File: src/rtl/core/cif_token_splitter_macros.svh
// Assertion macros shared by the token splitter RTL
`ifndef CIF_TOKEN_SPLITTER_MACROS_SVH
`define CIF_TOKEN_SPLITTER_MACROS_SVH

`ifndef SYNTHESIS

`define CTS_ASSERT_IMPL(label, clk, rst, ante, cons) \
   label: assert property (@(posedge clk) disable iff (rst) (ante) |-> (cons)) \
      else $error("cts assertion failed");

`define CTS_ASSERT_NEXT(label, clk, rst, ante, cons) \
   label: assert property (@(posedge clk) disable iff (rst) (ante) |=> (cons)) \
      else $error("cts assertion failed");

`else

`define CTS_ASSERT_IMPL(label, clk, rst, ante, cons)

`define CTS_ASSERT_NEXT(label, clk, rst, ante, cons)

`endif

`endif

File: src/rtl/core/cts_pkg.sv
`default_nettype none

package cts_pkg;

   localparam int LINE_BITS = 24;
   localparam logic [LINE_BITS-1:0] LINE_MAX = {LINE_BITS{1'b1}};
   localparam logic [LINE_BITS-1:0] LINE_ONE = {{(LINE_BITS-1){1'b0}}, 1'b1};

   localparam logic [7:0] CH_SPACE  = 8'h20;
   localparam logic [7:0] CH_TAB    = 8'h09;
   localparam logic [7:0] CH_CR     = 8'h0d;
   localparam logic [7:0] CH_LF     = 8'h0a;
   localparam logic [7:0] CH_SQUOTE = 8'h27;
   localparam logic [7:0] CH_DQUOTE = 8'h22;
   localparam logic [7:0] CH_SEMI   = 8'h3b;
   localparam logic [7:0] CH_EOS    = 8'hff;

   typedef enum logic [2:0] {
      CLS_BLANK  = 3'd0,
      CLS_EOL    = 3'd1,
      CLS_SQUOTE = 3'd2,
      CLS_DQUOTE = 3'd3,
      CLS_OTHER  = 3'd4,
      CLS_SEMI   = 3'd5
   } cls_type;

   typedef enum logic [1:0] {
      OPEN_PLAIN  = 2'd0,
      OPEN_SQUOTE = 2'd1,
      OPEN_DQUOTE = 2'd2,
      OPEN_SEMI   = 2'd3
   } opener_type;

   typedef enum logic [1:0] {
      KIND_CHAR  = 2'd0,
      KIND_END   = 2'd1,
      KIND_ERROR = 2'd2
   } kind_type;

   localparam logic signed [3:0] NEXT_ERR = -4'sd2;
   localparam logic signed [3:0] NEXT_END = -4'sd1;
   localparam logic signed [3:0] NEXT_APPEND_MIN = 4'sd2;

   localparam logic signed [3:0] SCAN_TABLE [8][6] = '{
      '{ 4'sd1,  4'sd0,  4'sd2,  4'sd3,  4'sd4,  4'sd5},
      '{ 4'sd1,  4'sd0,  4'sd2,  4'sd3,  4'sd4,  4'sd4},
      '{ 4'sd2, -4'sd2, -4'sd1,  4'sd2,  4'sd2,  4'sd2},
      '{ 4'sd3, -4'sd2,  4'sd3, -4'sd1,  4'sd3,  4'sd3},
      '{-4'sd1, -4'sd1, -4'sd2, -4'sd2,  4'sd4,  4'sd4},
      '{ 4'sd5,  4'sd6,  4'sd5,  4'sd5,  4'sd5,  4'sd5},
      '{ 4'sd5,  4'sd6,  4'sd5,  4'sd5,  4'sd5,  4'sd7},
      '{ 4'sd7, -4'sd1,  4'sd5,  4'sd5,  4'sd5,  4'sd5}
   };

   typedef struct packed {
      kind_type             kind;
      logic [7:0]           char_out;
      logic                 empty_token;
      logic [LINE_BITS-1:0] line_number;
      logic                 last;
   } result_type;

   typedef struct packed {
      result_type [1:0] res;
      logic [1:0]       count;
   } batch_type;

   function automatic cls_type classify(input logic [7:0] b);
      cls_type c;
      if (b == CH_SPACE || b == CH_TAB) c = CLS_BLANK;
      else if (b == CH_CR || b == CH_LF) c = CLS_EOL;
      else if (b == CH_SQUOTE) c = CLS_SQUOTE;
      else if (b == CH_DQUOTE) c = CLS_DQUOTE;
      else if (b == CH_SEMI) c = CLS_SEMI;
      else c = CLS_OTHER;
      return c;
   endfunction

endpackage

`default_nettype wire

File: src/rtl/core/cts_scan.sv
`default_nettype none

module cts_scan (
   input  wire logic             clock,
   input  wire logic             reset,
   input  wire logic             accept,
   input  wire logic [7:0]       byte_in,
   input  wire logic             stream_end,
   output cts_pkg::batch_type    batch
);

   `include "cif_token_splitter_macros.svh"

   logic [2:0]                    state_ff, state_in;
   logic [7:0]                    held_ff, held_in;
   logic                          held_valid_ff, held_valid_in;
   cts_pkg::opener_type           opener_ff, opener_in;
   logic [1:0]                    len_ff, len_in;
   logic [cts_pkg::LINE_BITS-1:0] line_ff, line_in;
   logic                          err_ff, err_in;

   logic                          is_end;
   logic [cts_pkg::LINE_BITS-1:0] lf_line;
   logic [cts_pkg::LINE_BITS-1:0] fin_line;
   cts_pkg::cls_type              cls;
   logic signed [3:0]             nxt;
   logic                          do_finish;
   logic [1:0]                    n;
   cts_pkg::result_type [1:0]     res;

   function automatic cts_pkg::result_type mk(input cts_pkg::kind_type k,
                                              input logic [7:0] ch,
                                              input logic e,
                                              input logic [cts_pkg::LINE_BITS-1:0] ln);
      cts_pkg::result_type r;
      r.kind        = k;
      r.char_out    = ch;
      r.empty_token = e;
      r.line_number = ln;
      r.last        = 1'b0;
      return r;
   endfunction

   always_comb begin
      is_end    = stream_end || (byte_in == cts_pkg::CH_EOS);
      lf_line   = (byte_in == cts_pkg::CH_LF && line_ff != cts_pkg::LINE_MAX)
                  ? line_ff + cts_pkg::LINE_ONE : line_ff;
      cls       = cts_pkg::classify(byte_in);
      nxt       = cts_pkg::SCAN_TABLE[state_ff][cls];

      state_in      = state_ff;
      held_in       = held_ff;
      held_valid_in = held_valid_ff;
      opener_in     = opener_ff;
      len_in        = len_ff;
      line_in       = line_ff;
      err_in        = err_ff;
      n             = 2'd0;
      res           = '0;
      do_finish     = 1'b0;
      fin_line      = line_ff;

      if (is_end) begin
         do_finish     = !err_ff;
         state_in      = 3'd0;
         held_in       = 8'd0;
         held_valid_in = 1'b0;
         opener_in     = cts_pkg::OPEN_PLAIN;
         len_in        = 2'd0;
         line_in       = cts_pkg::LINE_ONE;
         err_in        = 1'b0;
      end else if (!err_ff) begin
         line_in = lf_line;
         if (nxt == cts_pkg::NEXT_ERR) begin
            res[0] = mk(cts_pkg::KIND_ERROR, 8'd0, 1'b0, lf_line);
            n      = 2'd1;
            err_in = 1'b1;
         end else if (nxt == cts_pkg::NEXT_END) begin
            do_finish     = 1'b1;
            fin_line      = lf_line;
            state_in      = 3'd0;
            held_in       = 8'd0;
            held_valid_in = 1'b0;
            opener_in     = cts_pkg::OPEN_PLAIN;
            len_in        = 2'd0;
         end else if (nxt >= cts_pkg::NEXT_APPEND_MIN) begin
            if (len_ff == 2'd0) begin
               priority if (cls == cts_pkg::CLS_SQUOTE) opener_in = cts_pkg::OPEN_SQUOTE;
               else if (cls == cts_pkg::CLS_DQUOTE) opener_in = cts_pkg::OPEN_DQUOTE;
               else if (cls == cts_pkg::CLS_SEMI) opener_in = cts_pkg::OPEN_SEMI;
               else opener_in = cts_pkg::OPEN_PLAIN;
            end else if (held_valid_ff &&
                         !(len_ff == 2'd1 && opener_ff != cts_pkg::OPEN_PLAIN)) begin
               res[0] = mk(cts_pkg::KIND_CHAR, held_ff, 1'b0, lf_line);
               n      = 2'd1;
            end
            held_in       = byte_in;
            held_valid_in = 1'b1;
            len_in        = (len_ff == 2'd3) ? 2'd3 : len_ff + 2'd1;
            state_in      = nxt[2:0];
         end
      end

      if (do_finish) begin
         if (held_valid_ff && opener_ff != cts_pkg::OPEN_SEMI) begin
            res[0] = mk(cts_pkg::KIND_CHAR, held_ff, 1'b0, fin_line);
            n      = 2'd1;
         end
         res[n[0]] = mk(cts_pkg::KIND_END, 8'd0,
                        (opener_ff == cts_pkg::OPEN_SEMI) ? (len_ff <= 2'd2)
                                                          : (len_ff == 2'd0),
                        fin_line);
         n = n + 2'd1;
      end

      if (n == 2'd1) res[0].last = 1'b1;
      if (n == 2'd2) res[1].last = 1'b1;

      batch.res   = res;
      batch.count = n;
   end

   always_ff @(posedge clock) begin
      if (reset) begin
         state_ff      <= 3'd0;
         held_ff       <= 8'd0;
         held_valid_ff <= 1'b0;
         opener_ff     <= cts_pkg::OPEN_PLAIN;
         len_ff        <= 2'd0;
         line_ff       <= cts_pkg::LINE_ONE;
         err_ff        <= 1'b0;
      end else if (accept) begin
         state_ff      <= state_in;
         held_ff       <= held_in;
         held_valid_ff <= held_valid_in;
         opener_ff     <= opener_in;
         len_ff        <= len_in;
         line_ff       <= line_in;
         err_ff        <= err_in;
      end
   end

   `CTS_ASSERT_IMPL(a_err_silent, clock, reset, err_ff && !is_end, n == 2'd0)
   `CTS_ASSERT_NEXT(a_err_one_result, clock, reset, accept && !err_ff && err_in, err_ff)

endmodule

`default_nettype wire

File: src/rtl/core/cts_out_queue.sv
`default_nettype none

module cts_out_queue (
   input  wire logic               clock,
   input  wire logic               reset,
   input  wire logic               push,
   input  wire cts_pkg::batch_type batch,
   output logic                    push_ready,
   output logic                    out_valid,
   input  wire logic               out_ready,
   output cts_pkg::result_type     out_res
);

   `include "cif_token_splitter_macros.svh"

   cts_pkg::result_type e0_ff, e0_in, e1_ff, e1_in;
   logic [1:0]          count_ff, count_in;
   logic                pop;
   logic [1:0]          cnt_after;

   always_comb begin
      pop        = (count_ff != 2'd0) && out_ready;
      cnt_after  = count_ff - {1'b0, pop};
      push_ready = (cnt_after == 2'd0);
      e1_in      = e1_ff;
      e0_in      = (count_ff == 2'd2 && pop) ? e1_ff : e0_ff;
      count_in   = cnt_after;
      if (push) begin
         e0_in    = batch.res[0];
         e1_in    = batch.res[1];
         count_in = batch.count;
      end
      out_valid = (count_ff != 2'd0);
      out_res   = e0_ff;
   end

   always_ff @(posedge clock) begin
      if (reset) begin
         count_ff <= 2'd0;
      end else begin
         count_ff <= count_in;
      end
   end

   always_ff @(posedge clock) begin
      e0_ff <= e0_in;
      e1_ff <= e1_in;
   end

   `CTS_ASSERT_IMPL(a_full_stalls, clock, reset, count_ff == 2'd2, !push_ready)
   `CTS_ASSERT_IMPL(a_push_empty, clock, reset, push, cnt_after == 2'd0)
   `CTS_ASSERT_IMPL(a_head_not_last, clock, reset, count_ff == 2'd2, !e0_ff.last)

endmodule

`default_nettype wire

File: src/rtl/core/cif_token_splitter.sv
//  channel | dir | tdata                                   | tuser    | tlast
//  req     | in  | [7:0] byte_in                           | -        | stream_end
//  rsp     | out | [7:0] char_out [8] empty_token          | [1:0]    | last
//          |     | [32:9] line_number [39:33] zero         | kind     |
//
//  One input word per cycle while the result side keeps up; the byte is scanned in the
//  cycle it is taken and its results are presented from the queue the next cycle.
//  Words giving two results fill the two-entry result queue; req_tready stays low until
//  the second result is taken.
//  Reset (synchronous) clears scan state, sets the line count to one and
//  empties the queue. No clearing pass.
`default_nettype none

module cif_token_splitter (
   input  wire logic        clock,
   input  wire logic        reset,
   input  wire logic        req_tvalid,
   output logic             req_tready,
   input  wire logic [7:0]  req_tdata,   // [7:0] byte_in
   input  wire logic        req_tlast,   // stream_end
   output logic             rsp_tvalid,
   input  wire logic        rsp_tready,
   output logic [39:0]      rsp_tdata,   // [7:0] char_out, [8] empty_token, [32:9] line_number
   output logic [1:0]       rsp_tuser,   // [1:0] kind
   output logic             rsp_tlast    // last
);

   logic                accept;
   logic                push_ready;
   cts_pkg::batch_type  batch;
   cts_pkg::result_type head;

   assign req_tready = push_ready;
   assign accept     = req_tvalid && push_ready;

   cts_scan u_scan (
      .clock      (clock),
      .reset      (reset),
      .accept     (accept),
      .byte_in    (req_tdata),
      .stream_end (req_tlast),
      .batch      (batch)
   );

   cts_out_queue u_queue (
      .clock      (clock),
      .reset      (reset),
      .push       (accept),
      .batch      (batch),
      .push_ready (push_ready),
      .out_valid  (rsp_tvalid),
      .out_ready  (rsp_tready),
      .out_res    (head)
   );

   assign rsp_tdata = {7'd0, head.line_number, head.empty_token, head.char_out};
   assign rsp_tuser = head.kind;
   assign rsp_tlast = head.last;

endmodule

`default_nettype wire
File: config.mk
export PLATFORM = sky130hd
export DESIGN_NAME = cif_token_splitter
export DESIGN_NICKNAME = d
export VERILOG_FILES = /design/src/rtl/core/cts_pkg.sv /design/src/rtl/core/cts_scan.sv /design/src/rtl/core/cts_out_queue.sv /design/src/rtl/core/cif_token_splitter.sv
export VERILOG_INCLUDE_DIRS = /design/src /design/src/rtl/core
export SDC_FILE = /design/constraint.sdc
export NUM_CORES = 1
export LEC_CHECK = 0
export BUFFER_PORTS_ARGS = -buffer_cell sky130_fd_sc_hd__buf_2
export CELL_PAD_IN_SITES_DETAIL_PLACEMENT = 0
export CELL_PAD_IN_SITES_GLOBAL_PLACEMENT = 1
export CORE_UTILIZATION = 45
export DETAILED_ROUTE_END_ITERATION = 7
export GPL_TIMING_DRIVEN = 0
export PLACE_DENSITY_LB_ADDON = 0.1
export SYNTH_ARGS = -nofsm -noshare
export SYNTH_HDL_FRONTEND = slang
export SYNTH_HIERARCHICAL = 1
export SYNTH_SLANG_ARGS = --single-unit
File: constraint.sdc
create_clock -name clock -period 5 [get_ports clock]
set_input_delay 0.25 -clock clock [delete_from_list [all_inputs] [get_ports clock]]
set_output_delay 0.25 -clock clock [all_outputs]
set_load 0.005 [all_outputs]
Yosys cells after proc, flatten, opt, wreduce, memory -nomap -nowiden. Memories as Yosys holds them, arrays and structs flattened. Cells that the tools add are included.

Word-level logic and storage cells: 159. Output and inout port bits: 45. Register bits after elaboration: 115. Memory bits (read-only): 192. Memories: 1.

$add $sub $neg: 4. Order comparisons: 6. Reductions and logical operators: 23. Mux-type cells: 82. Equality and inequality tests: 23. Bitwise logic cells: 2.

Memory list: (no name shown) (words 8, width 24, read ports 1, clocked after Yosys merged registers in 0, wr ports 0, RTL line cts_scan.sv:49) `nxt = cts_pkg::SCAN_TABLE[state_ff][cls];`.

Operators with widths (count): $mux 36 (11); $mux 24 (9); $bwmux 72 (1); $mux 2 (25); $mux 8 (5); $mux 37 (1); $demux 36 s1 (1); $mux 34 (1); $eq 8x6->1 const B (4); $mux 3 (9); $add 24x1->24 const B (1); $eq 8x4->1 const B (3); $ne 24x24->1 const B (1); $mux 1 (16); $bmux 4 s3 (1); $eq 2x2->1 const B (4); $eq 8x8->1 const B (1); $ge 4x4->1 const B (2); $logic_and 1x1->1 (8); $mux 4 (2); $not 3->4 (2); $eq 3x2->1 const B (2); $reduce_bool 2->1 (3); $reduce_bool 3->1 (2); 18 further kinds (25).

Depth between registers and ports, before layout. Gate-level depths: netlist of run 1.

Depth in word-level cells: 26. Depth in mapped cells: 15.

Hierarchy. Netlist of run 1, hierarchy kept.

Modules (own cells, without submodules): cts_scan (instances 1, area each 4106.4 sq um, cells an instance 618); cts_out_queue (instances 1, area each 2753.9 sq um, cells an instance 126); cif_token_splitter (instances 1, area each 62.6 sq um, cells an instance 9).

Least setup slack after synthesis of run 1. Ideal clock, no wire load.

Path kind: reg-to-reg. Start point: register u_queue.count_ff[1]. End point: register u_scan/line_ff[11] (netlist name). Clock period less this slack: 3.626 ns. Arrival time: 3.535 ns. Setup time: 0.091 ns. Slack: 1.374 ns. Cell stages (with the launch flop): 12. Data required time: 4.909 ns. Path buffers: 2. Cells stage by stage: dfxtp_1 -> or2_2 -> and2_1 -> ha_1 -> xnor2_1 -> and2_1 -> and2_1 -> and2_1 -> clkbuf_1 -> clkbuf_1 -> nand2_1 -> a311oi_1.

Longest elaborated chain between the ends: 6.

Ends and longest elaborated chain: from (decl) (RTL line cts_out_queue.sv:17) `logic [1:0] count_ff, count_in;`; from (signal assigned) (RTL line cts_out_queue.sv:41) `count_ff <= count_in;`; $reduce_bool 2->1; net rsp_tvalid (RTL line cif_token_splitter.sv:21) `output logic rsp_tvalid,`; $logic_and 1x1->1 (RTL line cts_out_queue.sv:22) `pop = (count_ff != 2'd0) && out_ready;`; $sub 2x1->2 (RTL line cts_out_queue.sv:23) `cnt_after = count_ff - {1'b0, pop};`; $logic_not 2->1 (RTL line cts_out_queue.sv:24) `push_ready = (cnt_after == 2'd0);`; net req_tready (RTL line cif_token_splitter.sv:18) `output logic req_tready,`; $logic_and 1x1->1 (RTL line cif_token_splitter.sv:34) `assign accept = req_tvalid && push_ready;`; net accept (RTL line cif_token_splitter.sv:28) `logic accept;`; $reduce_and 2->1 (no line); to (signal assigned) (RTL line cts_scan.sv:130) `line_ff <= cts_pkg::LINE_ONE;`; to (signal assigned) (RTL line cts_scan.sv:138) `line_ff <= line_in;`; to (decl) (RTL line cts_scan.sv:19) `logic [cts_pkg::LINE_BITS-1:0] line_ff, line_in;`.

The timed path passes the listed nets, and every way through them passes these cells. A chain may end at the register's enable or synchronous reset.

==> impl_metrics.ini, run 1 <==
[status]
status = finished, final reports clean

[route]
drc = 0
routed_via_density = 6.075
dr.pass1.iters = 5
drtIter0Drc = 628
postRouteAntennaNets = 0
via_count = 6269
wl_per_cell_um = 20.09
postRouteWirelength_um = 20740

[finish]
layout_commonest_cell = edfxtp_1
syn2layout_area_growth_pct = 15.53
fin_area_um2 = 7998
layout_common_cells = edfxtp_1 (72), o21ai_0 (68), nor2_1 (63)
finalNetCount = 853
fill_cells = 1378
post-route-util_pct = 54.21
antenna_cells = 0
drive_above_1_share_pct = 20.64

[clock_tree]
root_buffer = clkbuf_16
cts.clk_slew.worst_paths_ns = 0.06
h-tree-depth = 4
cts_buffer_depth = 2
cts_tree = built
cts_resized = 0
cts_hold_buf = 0
cts_num_sinks = 115
clock_latency_ns = 0.42
cts_made_buffers = 17
postCtsSetupBuffers = 0

[die]
ioPinCount = 58
floorplan.die_area_um2 = 15880
dieHeight_um = 126.0
core_um2 = 14750
die_w_um = 126.0
start_util_pct = 46.92
rows = 44

[yosys]
yosysSeqAreaShare_pct = 43.67
synth_seq_cells = 115
yosys_most_used_dff = edfxtp_1
syn_inst = 753
syn_area_per_cell_um2 = 9.194
ys_types = 68
yosysWarnings = 6
synthArstFlopShare_pct = 0
synth-edff-count = 72
netlist_area_um2 = 6923

[sta]
hold_viol_final = 0
timing.final.crit_share_pct = 86.64
timing.fmax_mhz = 230.8
slew_viol_final = 0
timing.final.crit_period_ns = 4.332
slew_headroom_pct = 27.35
finClkSkew_ns = 0.005602
worst_slew_pin_slew_ns = 1.080
rsz0062_at_grt = no
setup_viol = 0
whs_ns = 0.1084

[worst_setup_path]
worstSetupPathType = reg -> reg
r2r_cells = 13
required_ns = 5.17
startpoint_type = flip-flop
cp_max_fo = 10
worstPathArrival_ns = 4.50
endpoint_kind = flip-flop

[power_and_ir_drop]
peakVddDrop_mv = 0.3040
leakage_nw = 2.690
power_density_nw_per_um2 = 453.7

[placement]
post-dp-hpwl_um = 14260
io_buffer_count = 48
placed_cell_area_um2 = 7467
place.gp.congestion = 0.8973

[worst_hold_path]
holdPathStages = 2
hp-class = in -> reg

[global_route]
grt_use_total_pct = 26.82
grt_pass1_vias = 5804
grt_max_degree = 38
overflow = 0
antenna_found_initial = 0
grt_pass1_wl_um = 32350

[flow_run]
cap_violations = 0
[state kept, by name, summed over array words and instances (netlist names)]
name / count
u_scan/held_ff: 8
u_scan/err_ff: 1
u_queue/out_res: 36
u_scan/len_ff: 2
u_scan/state_ff: 3
u_scan/held_valid_ff: 1
u_scan/opener_ff: 2
u_queue/count_ff: 2
u_scan/line_ff: 24
u_queue/e1_ff: 36
[stage by stage]
stage,setup TNS [ns],cells,power (mW),worst slack (ns)
floorplan,0,767,2.126,1.374
global placement,-0.8220,999,2.507,-0.2110
detailed placement,0,1000,2.537,0.7762
CTS,0,1032,3.651,0.8626
global route,0,1032,3.805,0.5202
finish,0,1032,3.629,0.6681
[critical path, stage by stage, from the launching register on]
cell and delay [ns]:
dfxtp_1 0.46, inv_1 0.12, ha_1 0.22, nand2b_1 0.22, or2_2 0.32, a311oi_1 0.28
o221ai_1 0.23, o211a_2 0.21, buf_4 0.19, a21oi_1 0.55, clkbuf_1 0.64, or3_1 0.21
o221ai_1 0.11, mux2_2 0.31
[cell usage after synthesis, types with 3 or more instances]
master,n,area [µm²]
edfxtp_1,72,2162
o21ai_0,68,340.3
nor2_1,63,236.5
a21oi_1,53,265.3
clkbuf_1,44,165.2
dfxtp_1,43,860.8
nand2_1,43,161.4
mux2_2,37,416.7
nand4_1,27,168.9
nor3_1,25,125.1
or3_1,24,150.1
nand2b_1,20,125.1
buf_4,19,142.6
nand3_1,15,75.07
nor4_1,12,75.07
a311oi_1,11,96.34
inv_1,11,41.29
a21oi_2,10,87.58
and2_1,10,62.56
and3_1,10,62.56
nor2b_1,10,62.56
or4_1,10,75.07
buf_2,8,40.04
xor2_1,8,70.07
a211oi_1,6,45.04
buf_6,6,67.56
a21o_1,5,37.54
ha_1,5,62.56
xnor2_1,5,43.79
a211oi_2,4,50.05
a22oi_1,4,30.03
o221ai_1,4,35.03
or2_2,4,25.02
a31oi_1,3,18.77
buf_1,3,11.26
inv_2,3,11.26
nand3b_1,3,22.52
nand4b_1,3,26.28
[cells by family after synthesis]
kind of cell / synth area share, %
flops: 43.67
buf+inv: 6.922
xor+xnor: 1.645
other cells: 0.1085
compound gates: 18.09
mux: 6.308
fa+ha+maj: 0.9037
simple gates: 22.36
[cell type report]
| class | count | area [µm²] | share of cell area [%] |
|---|---|---|---|
| timing repair buffer | 49 | 260.3 | 3.254 |
| clock buffer | 21 | 440.4 | 5.507 |
| clock inverter | 11 | 90.09 | 1.126 |
| tap | 184 | 230.2 | 2.879 |
| inverter | 14 | 52.55 | 0.6571 |
| buffer | 80 | 426.7 | 5.335 |
| sequential | 115 | 3023 | 37.80 |
| multi-input combinational | 558 | 3475 | 43.44 |
[metal layers]
| layer | track usage, % | wire (µm) |
|---|---|---|
| met1 | 37.29 | 9423 |
| met3 | 6.160 | 1595 |
| met5 | 0 | 0 |
| met4 | 9.142 | 353 |
| met2 | 41.01 | 9363 |
[path summary, 6_finish.rpt]
kind                           start  slack (ns)             endpoint
hold / removal                 reset        0.11  u_queue/count_ff[1]
hold reg to reg    u_scan/held_ff[3]        0.47    u_scan/held_ff[3]
setup reg to reg  u_scan/state_ff[1]        0.67  u_queue/out_res[22]
setup / recovery  u_scan/state_ff[1]        0.67  u_queue/out_res[22]
[power by group]
group | switching [mW] | leakage (nW) | internal (mW)
clock | 0.439 | 0.252 | 0.675
sequential | 0.0668 | 1.04 | 1.39
combinational | 0.627 | 1.39 | 0.427
Power figures use the tool's default switching activity.
==> run 2: changes to the inputs <==
PLACE_DENSITY = 0.76   (was not set)
PLACE_DENSITY_LB_ADDON = not set   (was 0.1)
==> impl_metrics.ini, run 2 (synthesized netlist as in run 1, its figures left out) <==
[status]
status = finished, final reports clean

[clock_tree]
cts_hold_buf = 0
postCtsSetupBuffers = 0
cts.clk_slew.worst_paths_ns = 0.05
cts_made_buffers = 17
cts_resized = 0
root_buffer = clkbuf_16
cts_tree = built
cts_num_sinks = 115
h-tree-depth = 4
cts_buffer_depth = 2
clock_latency_ns = 0.41

[worst_setup_path]
required_ns = 5.28
rr_endpoint = u_queue/out_res[19]
reg2reg_from = u_scan/line_ff[3]
endpoint_kind = flip-flop
startpoint_type = flip-flop
crit_path_start = u_scan/line_ff[3]
endpoint = u_queue/out_res[19]
r2r_cells = 9
worstPathArrival_ns = 4.38
reg2reg_slack_ns = 0.91
cp_max_fo = 10
worstSetupPathType = reg -> reg

[die]
die_w_um = 126.0
rows = 44
dieHeight_um = 126.0
ioPinCount = 58
floorplan.die_area_um2 = 15880
core_um2 = 14750
start_util_pct = 46.92

[global_route]
grt_pass1_vias = 5752
grt_pass1_wl_um = 31700
grt_max_degree = 38
antenna_found_initial = 0
grt_use_total_pct = 26.24
overflow = 0

[sta]
timing.final.crit_share_pct = 81.86
whs_ns = 0.1196
fin_tns_setup_ns = 0
timing.final.crit_period_ns = 4.093
rsz0062_at_grt = no
slew_viol_final = 0
finClkSkew_ns = 0.007490
slew_headroom_pct = 9.965
hold_viol_final = 0
worst_slew_pin_slew_ns = 1.338
timing.fmax_mhz = 244.3
setup_viol = 0

[route]
routed_via_density = 6.028
drc = 0
via_count = 6221
dr.pass1.iters = 5
postRouteWirelength_um = 20340
wl_per_cell_um = 19.71
postRouteAntennaNets = 0
drtIter0Drc = 689

[finish]
finalNetCount = 853
syn2layout_area_growth_pct = 15.58
drive_above_1_share_pct = 20.05
layout_common_cells = edfxtp_1 (72), o21ai_0 (68), nor2_1 (63)
antenna_cells = 0
layout_commonest_cell = edfxtp_1
fin_area_um2 = 8001
post-route-util_pct = 54.23

[placement]
post-dp-hpwl_um = 14130
placed_cell_area_um2 = 7467
io_buffer_count = 48
place.gp.congestion = 0.8821

[power_and_ir_drop]
peakVddDrop_mv = 0.2732
power_density_nw_per_um2 = 451.3
leakage_nw = 2.695

[flow_run]
cap_violations = 0

[worst_hold_path]
hp-class = in -> reg
run 2: metrics by stage:
stage	setup slack, ns	power (mW)	instances
2_1_floorplan	1.374	2.126	767
3_3_place_gp	0.03699	2.483	999
3_5_place_dp	0.9035	2.524	1000
4_1_cts	0.9945	3.638	1032
5_1_grt	0.5404	3.790	1032
6_report	0.9071	3.611	1032
run 2: per-layer routing:
metal / global-route usage (%) / routed length [µm]
met5: 0 / 0
met2: 39.78 / 9004
met4: 9.497 / 468
met1: 37.16 / 9404
met3: 5.055 / 1460
run 2: worst min-delay path by stage:
stage,from,to,cells after the start
2_1_floorplan,reset,u_queue/count_ff[1],1
4_1_cts,reset,u_queue/count_ff[1],2
3_5_place_dp,u_scan/held_ff[3],u_scan/held_ff[3],2
3_3_place_gp,u_scan/held_ff[6],u_scan/held_ff[6],2
5_1_grt,reset,u_queue/count_ff[1],2
6_report,reset,u_queue/count_ff[1],2
run 2: critical path, stage by stage, from the launching register on:
cell,delay (ns)
dfxtp_1,0.30
buf_2,0.21
nand4_1,0.34
nor2_1,0.34
nand4_1,0.34
nor4_1,1.20
nand2_1,0.26
or4_1,0.53
a21oi_1,0.23
mux2_2,0.20
run 2: final cells by class:
cell class,instances,area (µm²)
flip-flops and latches,115,3023
clock inverters,8,62.56
multi-input cells,558,3475
plain buffers,80,426.7
inverters,14,52.55
repair buffers,49,260.3
clock buffers,24,471.7
well taps,184,230.2
fillers,1363,6753
run 2: power breakdown:
group | leakage [nW] | switching [mW] | internal, mW | total, mW
combinational | 1.39 | 0.614 | 0.427 | 1.04
sequential | 1.04 | 0.0655 | 1.39 | 1.46
clock | 0.258 | 0.411 | 0.699 | 1.11
total | 2.70 | 1.09 | 2.52 | 3.61
==> run 3: changes to the inputs <==
ABC_AREA = 1   (was not set)
PLACE_DENSITY = 0.79   (was 0.76)
clock period = 3.88 ns   (was 5 ns; I/O delays follow)
==> impl_metrics.ini, run 3 <==
[sta]
slew_viol_final = 0
finClkSkew_ns = 0.006839
fin_tns_setup_ns = 0
setup_viol = 0
hold_viol_final = 0
timing.final.crit_share_pct = 84.72
rsz0062_at_grt = no
timing.final.crit_period_ns = 3.287
whs_ns = 0.03042
timing.fmax_mhz = 304.2
slew_headroom_pct = 43.12
worst_slew_pin_slew_ns = 0.8519

[clock_tree]
cts_made_buffers = 17
cts_hold_buf = 0
cts_num_sinks = 115
postCtsSetupBuffers = 0
clock_latency_ns = 0.41
root_buffer = clkbuf_16
cts_buffer_depth = 2
cts_tree = built
cts_resized = 0
h-tree-depth = 4
cts.clk_slew.worst_paths_ns = 0.05

[route]
postRouteAntennaNets = 0
via_count = 5841
wl_per_cell_um = 13.90
drc = 10
postRouteWirelength_um = 16650
routed_via_density = 4.876
drtIter0Drc = 411
dr.pass1.iters = 8

[global_route]
grt_pass1_vias = 5320
grt_pass1_wl_um = 27300
overflow = 0
grt_use_total_pct = 22.20
grt_max_degree = 42
antenna_found_initial = 0

[die]
dieHeight_um = 125.4
start_util_pct = 46.59
floorplan.die_area_um2 = 15720
rows = 44
die_w_um = 125.4
core_um2 = 14700
ioPinCount = 58

[worst_setup_path]
worstSetupPathType = reg -> reg
startpoint_type = flip-flop
cp_max_fo = 41
worstPathArrival_ns = 3.62
reg2reg_from = u_queue/count_ff[1]
endpoint_kind = flip-flop
crit_path_start = u_queue/count_ff[1]
required_ns = 4.21

[finish]
antenna_cells = 0
finalNetCount = 1019
layout_commonest_cell = nand2_1
post-route-util_pct = 54.19
drive_above_1_share_pct = 17.55
syn2layout_area_growth_pct = 16.32
layout_common_cells = nand2_1 (295), inv_1 (91), edfxtp_1 (72)
layout.cells.non_filler = 1198

[yosys]
yosysSeqAreaShare_pct = 44.14
synthArstFlopShare_pct = 0
synth_seq_cells = 115
synth-edff-count = 72
yosys-top-cells-count = nand2_1 (296), inv_1 (92), edfxtp_1 (72), nor2_1 (67), nand3_1 (60)
yosysWarnings = 6
synth_top_area_cell = edfxtp_1
yosysMostFrequentCell = nand2_1
yosys_most_used_dff = edfxtp_1
syn_area_per_cell_um2 = 7.459
ys_top_cells_by_area = edfxtp_1 (32%), nand2_1 (16%), dfxtp_1 (13%)
ys_types = 39
synth_top_area_share_pct = 31.57
netlist_area_um2 = 6848
syn_inst = 918

[status]
status = finished, violations left
violations = design-rule violations

[worst_hold_path]
hp-class = in -> reg
worstHoldStart = reset

[placement]
place.gp.congestion = 0.8822
io_buffer_count = 50
post-dp-hpwl_um = 12560
dp_cells = 1166

[flow_run]
cap_violations = 0

[power_and_ir_drop]
finalPower_mw = 4.749
peakVddDrop_mv = 0.3288
switchingPower_mw = 1.569
leakage_nw = 3.485
swShare_pct = 33.03
combPwrFrac_pct = 28.2
p_seq_share_pct = 39.5
power_density_nw_per_um2 = 596.3
p_int_mw = 3.181
power_frac_clock_pct = 32.3
-- run 3: layout make-up --
class                           count  area, µm²
Buffer                             55      395.4
Sequential cell                   115       3023
Multi-Input combinational cell    658       3092
Tap cell                          184      230.2
Inverter                          104      392.9
Clock buffer                       18      429.2
Clock inverter                     14      152.6
Fill cell                        1423       6734
Timing Repair Buffer               50      250.2
-- run 3: critical path: stages, from the launching register on --
cell and delay [ns]:
dfxtp_1 0.33, o21a_1 0.19, ha_1 0.19, nand2_1 0.09
nand2_1 0.06, nor2_1 0.14, nand2_1 0.08, inv_2 0.62
o21ai_1 0.48, inv_2 0.28, buf_1 0.41, nand4_1 0.16
a21oi_1 0.17
-- run 3: through the flow --
stage                     setup WS [ns]  cell area [µm²]
after floorplan                  0.5795             6900
after CTS                        0.2143             7963
after global routing             0.2130             7965
after detailed placement         0.2287             7381
after global placement          -0.2477             7381
final                            0.5927             7965
-- run 3: path summary, 6_finish.rpt --
path / end / slack, ns / cells after the start
max: u_scan/state_ff[0] / 0.59 / 12
min: u_queue/count_ff[0] / 0.03 / 2
max reg2reg: u_scan/state_ff[0] / 0.59 / 12
min reg2reg: u_scan/held_ff[3] / 0.46 / 2
-- run 3: metal layers --
metal  vias to the layer above  GRT usage, %  wire [µm]
met2                       117         32.21       6940
met5                         -             0          0
li1                       3117             -          -
met4                         0         6.958        140
met1                      2597         33.54       8960
met3                        10         3.552        608
-- run 3: power groups by stage --
stage	Clock, mW	Combinational [mW]	Sequential [mW]
2_1_floorplan	0	0.870	1.93
3_3_place_gp	0	1.33	1.91
3_5_place_dp	0	1.34	1.91
4_1_cts	1.56	1.35	1.88
5_1_grt	1.62	1.52	1.91
6_report	1.54	1.34	1.88
-- run 3: cell families (layout without fill, tap and decap cells) --
family	after synthesis	count (layout)	share of synthesized area, %
compound gates	121	121	9.501
xor+xnor	20	20	2.558
fa+ha+maj	5	5	0.9136
buf+inv	159	241	11.51
flops	115	115	44.14
other cells	2	16	0.1097
simple gates	496	496	31.26
